File: src/hw/rtl/nrvp_pkg.sv
`default_nettype none

package nrvp_pkg;

    // Field and register widths.
    localparam int unsigned ByteW    = 8;
    localparam int unsigned GroupW   = 7;
    localparam int unsigned StatusW  = 3;
    localparam int unsigned FreqW    = 15;
    localparam int unsigned FreqAccW = FreqW + GroupW;
    localparam int unsigned TokenW   = 32;
    localparam int unsigned CountW   = 4;
    localparam int unsigned CfgIdxW  = 2;
    localparam int unsigned CfgDataW = 32;

    // Configuration register indexes.
    localparam logic [CfgIdxW-1:0] CFG_TOKENS_PER_RECORD = 2'd0;
    localparam logic [CfgIdxW-1:0] CFG_VOCAB_SIZE        = 2'd1;
    localparam logic [CfgIdxW-1:0] CFG_MAX_FREQ          = 2'd2;

    // Configuration reset values.
    localparam logic [CountW-1:0] RST_TOKENS_PER_RECORD = 4'd1;
    localparam logic [TokenW-1:0] RST_VOCAB_SIZE        = 32'hFFFF_FFFF;
    localparam logic [FreqW-1:0]  RST_MAX_FREQ          = 15'h7FFF;

    // Result status codes.
    typedef enum logic [StatusW-1:0] {
        ST_BUSY      = 3'd0,
        ST_DONE      = 3'd1,
        ST_BIGFREQ   = 3'd2,
        ST_BADTOKEN  = 3'd3,
        ST_END_CLEAN = 3'd4,
        ST_END_PART  = 3'd5,
        ST_HALTED    = 3'd6
    } status_t;

endpackage

`default_nettype wire

File: src/hw/rtl/ngram_record_varint_parser.sv
// N-gram record varint parser.
// Input channel (s_valid/s_ready) carries one stream word per handshake: a record
// byte on s_data_byte, or an end-of-stream marker when s_stream_end is high.
// Records are one frequency followed by tokens_per_record token ids, each a
// big-endian varint of 7-bit groups. Every accepted word yields exactly one
// result word on the m_ channel: status, the frequency on record completion,
// and the byte passed through.
// Results are registered: a word accepted at a clock edge is captured into the
// output register at that edge. Throughput is one word per cycle while the
// receiver takes results, set by the single output register; s_ready stays
// high while the output register is empty or being drained. When the receiver
// stalls, the result holds and s_ready drops until it is taken. Configuration
// writes (cfg_wr_en, cfg_index, cfg_wdata) are expected only while the block is idle.
// Reset clears the record state and the halt flag, empties the output register
// and restores the register defaults. After an error every word answers halted
// until the next reset.
`default_nettype none

module ngram_record_varint_parser (
    input  wire                                 aclk,
    input  wire                                 aresetn,
    input  wire                                 s_valid,
    output logic                                s_ready,
    input  wire  [nrvp_pkg::ByteW-1:0]          s_data_byte,
    input  wire                                 s_stream_end,
    output logic                                m_valid,
    input  wire                                 m_ready,
    output logic [nrvp_pkg::StatusW-1:0]        m_status,
    output logic [nrvp_pkg::FreqW-1:0]          m_freq,
    output logic [nrvp_pkg::ByteW-1:0]          m_byte_out,
    input  wire                                 cfg_wr_en,
    input  wire  [nrvp_pkg::CfgIdxW-1:0]        cfg_index,
    input  wire  [nrvp_pkg::CfgDataW-1:0]       cfg_wdata
);
    import nrvp_pkg::*;

    logic [CountW-1:0]      tokens_per_record_reg;
    logic [TokenW-1:0]      vocab_size_reg;
    logic [FreqW-1:0]       max_freq_reg;

    logic                   in_token_phase_reg, in_token_phase_next;
    logic [FreqW-1:0]       freq_accum_reg, freq_accum_next;
    logic [TokenW-1:0]      token_accum_reg, token_accum_next;
    logic [CountW-1:0]      tokens_seen_reg, tokens_seen_next;
    logic                   mid_record_reg, mid_record_next;
    logic                   halted_reg, halted_next;

    logic                   m_valid_reg, m_valid_next;
    status_t                status_reg, status_next;
    logic [FreqW-1:0]       freq_reg, freq_next;
    logic [ByteW-1:0]       byte_reg, byte_next;

    logic                   in_acc;
    logic [GroupW-1:0]      low;
    logic                   last;
    logic [FreqAccW-1:0]    freq_shift;
    logic [TokenW+GroupW-1:0] tok_shift;
    logic [TokenW-1:0]      tok_sat;
    logic [CountW-1:0]      tokens_inc;

    // Handshake: the output register frees up when empty or being read.
    assign s_ready = !m_valid_reg || m_ready;
    assign in_acc  = s_valid && s_ready;

    // Configuration registers.
    always_ff @(posedge aclk) begin
        if (!aresetn) begin
            tokens_per_record_reg <= RST_TOKENS_PER_RECORD;
            vocab_size_reg        <= RST_VOCAB_SIZE;
            max_freq_reg          <= RST_MAX_FREQ;
        end else if (cfg_wr_en) begin
            case (cfg_index)
                CFG_TOKENS_PER_RECORD: tokens_per_record_reg <= cfg_wdata[CountW-1:0];
                CFG_VOCAB_SIZE:        vocab_size_reg        <= cfg_wdata[TokenW-1:0];
                CFG_MAX_FREQ:          max_freq_reg          <= cfg_wdata[FreqW-1:0];
                default: ;
            endcase
        end
    end

    // Shift in one 7-bit group; the token value saturates at all ones.
    assign low        = s_data_byte[GroupW-1:0];
    assign last       = !s_data_byte[ByteW-1];
    assign freq_shift = {freq_accum_reg, low};
    assign tok_shift  = {token_accum_reg, low};
    assign tok_sat    = (|tok_shift[TokenW+GroupW-1:TokenW]) ? {TokenW{1'b1}}
                                                             : tok_shift[TokenW-1:0];
    assign tokens_inc = tokens_seen_reg + CountW'(1);

    // Parse step for the word at the input.
    always_comb begin
        in_token_phase_next = in_token_phase_reg;
        freq_accum_next     = freq_accum_reg;
        token_accum_next    = token_accum_reg;
        tokens_seen_next    = tokens_seen_reg;
        mid_record_next     = mid_record_reg;
        halted_next         = halted_reg;
        status_next         = ST_BUSY;
        freq_next           = '0;
        byte_next           = '0;

        if (halted_reg) begin
            status_next = ST_HALTED;
        end else if (s_stream_end) begin
            status_next         = mid_record_reg ? ST_END_PART : ST_END_CLEAN;
            in_token_phase_next = 1'b0;
            freq_accum_next     = '0;
            token_accum_next    = '0;
            tokens_seen_next    = '0;
            mid_record_next     = 1'b0;
        end else begin
            byte_next       = s_data_byte;
            mid_record_next = 1'b1;
            if (!in_token_phase_reg) begin
                // Frequency is checked after every byte, before it may end.
                if (freq_shift > FreqAccW'(max_freq_reg)) begin
                    status_next = ST_BIGFREQ;
                    halted_next = 1'b1;
                end else begin
                    freq_accum_next = freq_shift[FreqW-1:0];
                    if (last) begin
                        in_token_phase_next = 1'b1;
                    end
                end
            end else begin
                token_accum_next = tok_sat;
                if (last) begin
                    if (tok_sat >= vocab_size_reg) begin
                        status_next = ST_BADTOKEN;
                        halted_next = 1'b1;
                    end else begin
                        token_accum_next = '0;
                        tokens_seen_next = tokens_inc;
                        // A count register of zero completes after sixteen tokens.
                        if (tokens_inc == tokens_per_record_reg) begin
                            status_next         = ST_DONE;
                            freq_next           = freq_accum_reg;
                            in_token_phase_next = 1'b0;
                            freq_accum_next     = '0;
                            tokens_seen_next    = '0;
                            mid_record_next     = 1'b0;
                        end
                    end
                end
            end
        end
    end

    // Parser state advances only on an accepted word.
    always_ff @(posedge aclk) begin
        if (!aresetn) begin
            in_token_phase_reg <= 1'b0;
            freq_accum_reg     <= '0;
            token_accum_reg    <= '0;
            tokens_seen_reg    <= '0;
            mid_record_reg     <= 1'b0;
            halted_reg         <= 1'b0;
        end else if (in_acc) begin
            in_token_phase_reg <= in_token_phase_next;
            freq_accum_reg     <= freq_accum_next;
            token_accum_reg    <= token_accum_next;
            tokens_seen_reg    <= tokens_seen_next;
            mid_record_reg     <= mid_record_next;
            halted_reg         <= halted_next;
        end
    end

    // Output register.
    always_comb begin
        if (in_acc) begin
            m_valid_next = 1'b1;
        end else if (m_ready) begin
            m_valid_next = 1'b0;
        end else begin
            m_valid_next = m_valid_reg;
        end
    end

    always_ff @(posedge aclk) begin
        if (!aresetn) begin
            m_valid_reg <= 1'b0;
        end else begin
            m_valid_reg <= m_valid_next;
        end
    end

    always_ff @(posedge aclk) begin
        if (in_acc) begin
            status_reg <= status_next;
            freq_reg   <= freq_next;
            byte_reg   <= byte_next;
        end
    end

    assign m_valid    = m_valid_reg;
    assign m_status   = status_reg;
    assign m_freq     = freq_reg;
    assign m_byte_out = byte_reg;

endmodule

`default_nettype wire

File: config.mk
export PLATFORM = sky130hd
export DESIGN_NAME = ngram_record_varint_parser
export DESIGN_NICKNAME = d
export VERILOG_FILES = /design/src/hw/rtl/nrvp_pkg.sv /design/src/hw/rtl/ngram_record_varint_parser.sv
export SDC_FILE = /design/constraint.sdc
export NUM_CORES = 1
export LEC_CHECK = 0
export ABC_AREA = 1
export BUFFER_PORTS_ARGS = -buffer_cell sky130_fd_sc_hd__buf_2
export CORE_ASPECT_RATIO = 0.5
export CORE_MARGIN = 5
export CORE_UTILIZATION = 54
export CTS_BUF_LIST = sky130_fd_sc_hd__clkbuf_8 sky130_fd_sc_hd__clkbuf_16
export DETAILED_ROUTE_END_ITERATION = 7
export GPL_TIMING_DRIVEN = 0
export HOLD_SLACK_MARGIN = 0.03
export PLACE_DENSITY = 0.74
export SKIP_LAST_GASP = 1
export SYNTH_ARGS = -nofsm -noshare
export SYNTH_HDL_FRONTEND = slang
export SYNTH_SLANG_ARGS = --single-unit
File: constraint.sdc
create_clock -name aclk -period 3 [get_ports aclk]
set_clock_uncertainty 0.1 [all_clocks]
set_input_delay 0.3 -clock aclk [delete_from_list [all_inputs] [get_ports aclk]]
set_output_delay 0.3 -clock aclk [all_outputs]
set_load 0.02 [all_outputs]
==> flow_summary.json <==
{
  "status": "complete, but fails checks",
  "violations": "setup timing",
  "ys_types": 41,
  "ys_warn_count": 0,
  "worstPathRequired_ns": 3.17,
  "synth_top_cell_area_share": 0.312,
  "fp.dieW_um": 169,
  "cpPeakStageDelay_ns": 0.35,
  "finalWeightedCongestion": 0.912,
  "setup_viol": 8,
  "leakage_uw": 0.00413,
  "placedInstanceArea_sq_mm": 0.00738,
  "hold_viol": 0,
  "syn_inst": 863,
  "period_share": 1.02,
  "wl_per_cell_um": 16.2,
  "antenna_left": 0,
  "design.core.area_sq_mm": 0.0125,
  "min_path_type": "input port to register",
  "io_buffer_count": 73,
  "route.detailed.drc": 0,
  "worst-path-max-fanout": 6,
  "die_area_sq_mm": 0.0151,
  "grt-ovfl-total": 0,
  "peakVddDrop_mv": 0.323,
  "rows": 29,
  "antenna_found_initial": 0,
  "slew-limit-headroom": 0.317,
  "synth_area_leaders": "dfxtp_1 31%, nand2_1 12%, edfxtp_1 11%",
  "synth_seq_area_share": 0.426,
  "synth-xor-area-share": 0.00625,
  "fmax_ghz": 0.326,
  "n_antenna_cell": 0,
  "min_period_ns": 3.07,
  "io_pins": 76,
  "p_per_area_mw_per_mm2": 546,
  "fin_hold_ws_ns": 0.0343,
  "synth.avg_cell_area_sq_um": 7.89,
  "design_area_sq_mm": 0.00906,
  "cts_sinks": 132,
  "setup_slack_ns": -0.0652,
  "synthToLayoutAreaGrowth_pct": 33.2,
  "maxCapViolCount": 0,
  "clockBufferDepth": 2,
  "synth-compound-area-share": 0.117,
  "start_util": 0.544,
  "yosys.area.top_type": "dfxtp_1",
  "synth_adder_area_share": 0.0882,
  "track_usage": 0.238,
  "syn_area_sq_mm": 0.00681,
  "rsz0062_at_grt": "yes",
  "dp_slack_ns": -0.242,
  "cts_tree": "done",
  "routed_wl_um": 18900,
  "hpwl_um": 12100,
  "synthesis.nets": 959,
  "fillers": 912,
  "crit_slowest_cell": "nor4_4",
  "vias": 6328,
  "drive_gt1_frac": 0.279,
  "start_kind": "register",
  "grt_pass1_vias": 5906,
  "async_flop_share": 0,
  "htreeDepth": 4,
  "synth_top_family_by_area": "simple AND/OR/NAND/NOR gates",
  "synth-main-ff-cell": "dfxtp_1",
  "via_per_inst": 5.40,
  "drt_iter0_markers": 439,
  "grt_first_pass_wirelength_um": 28700,
  "clock-root-buffer": "clkbuf_16",
  "synth_edf_count": 26,
  "synth_mux_area_frac": 0,
  "crit_path_end_kind": "register",
  "nets": 1085,
  "clock_latency_ns": 0.43,
  "die_y_um": 89.4,
  "slew_viol_final": 0,
  "cp_cell_sequence": "nor4_4 -> nand2_4 -> buf_8 -> or2_4 -> ha_4 -> nand2_2 -> inv_2 -> nand2_2 -> nand2_2 -> nand2_1 -> nand2_1 -> nor2_1 -> nand2_1 -> nand2_4 -> nand3_4 -> buf_4 -> nand4_1 -> a21oi_1",
  "grt_max_degree": 28,
  "crit_type": "register to register",
  "synthSimpleGateAreaFrac": 0.266,
  "clkTransAtPathRegs_ns": 0.07,
  "tightest_slew_ns": 1.02,
  "final_core_util": 0.724,
  "numCtsBuffers": 17,
  "arrival_ns": 3.24,
  "drt_first_pass_iters": 6,
  "ys_seq_elements": 132
}
-- cells by family (layout without fill, tap and decap cells) --
| group | Yosys count | after routing |
|---|---|---|
| simple gates | 398 | 399 |
| buf+inv | 151 | 289 |
| flops | 132 | 132 |
| compound gates | 130 | 130 |
| fa+ha+maj | 48 | 48 |
| xor+xnor | 4 | 4 |
-- worst paths after layout --
kind | endpoint | slack (ns) | cells past startpoint | from
setup / recovery | token_accum_reg[9] | -0.07 | 18 | token_accum_reg[25]
hold reg to reg | token_accum_reg[18] | 0.36 | 2 | token_accum_reg[18]
hold / removal | max_freq_reg[4] | 0.03 | 3 | cfg_wdata[4]
setup reg to reg | token_accum_reg[9] | -0.07 | 18 | token_accum_reg[25]
-- per-layer routing --
metal / vias up / part of all wire / track usage
met5: - / 0 / 0
met4: 0 / 0.022 / 0.0972
met3: 43 / 0.062 / 0.0362
met2: 229 / 0.50 / 0.428
met1: 2949 / 0.42 / 0.291
li1: 3107 / - / -
-- per-stage QoR --
step	std cells	TNS, ns	total power, uW
floorplan	863	0	2430
global placement	1106	-15.76	2590
detailed placement	1106	-12.07	2610
CTS	1170	-0.00931	4850
global route	1172	-10.51	5110
finish	1172	-0.161	4950
-- synth_stat cells, types with 5 or more instances --
cell and count:
a21oi_1 69, buf_2 7, buf_6 10, clkbuf_1 22
dfxtp_1 106, edfxtp_1 26, ha_1 48, inv_1 102
nand2_1 211, nand2_2 5, nand3_1 28, nand4_1 33
nor2_1 65, nor2_2 15, o211ai_1 46, o21ai_0 5
or2_2 25
-- placed cells by master (no fill, tap or decap), types with 26 or more instances in the layout --
master and n:
nor2_1 56, edfxtp_1 26, nand2_1 190, inv_1 100
o211ai_1 46, nand4_1 33, buf_2 80, dfxtp_1 104
ha_1 27, a21oi_1 56
-- critical path, delay by kind of cell (launching register included) --
kind	cells	cell delay, ns
and+or+nand+nor	13	1.68
buffers and inverters	3	0.41
DFF	1	0.34
adders and majority gates	1	0.26
AOI/OAI and AO/OA	1	0.10
-- where the power goes --
group	internal [uW]	switching, uW	leakage (uW)
sequential	1910	62.2	0.00113
combinational	275	459	0.00270
clock	1400	843	0.000302
-- layout make-up --
| cell class | instances | area [sq um] | area share |
|---|---|---|---|
| plain buffers | 44 | 283 | 0.0312 |
| clock buffers | 17 | 425 | 0.0469 |
| clock inverters | 15 | 205 | 0.0226 |
| inverters | 107 | 414 | 0.0457 |
| multi-input cells | 581 | 3900 | 0.430 |
| flip-flops and latches | 132 | 2910 | 0.321 |
| well taps | 170 | 213 | 0.0235 |
| repair buffers | 106 | 718 | 0.0792 |
-- what timing repair did --
item                                    CTS  global route
gates cloned                              6             1
resized for setup                        38           111
hold buffers                             21             0
endpoints found under the setup margin   71            71
hold endpoints to repair                 21             0
buffers inserted                          5             1
pin swaps                                15            33
Note: power is estimated with default switching activity, not from simulation.
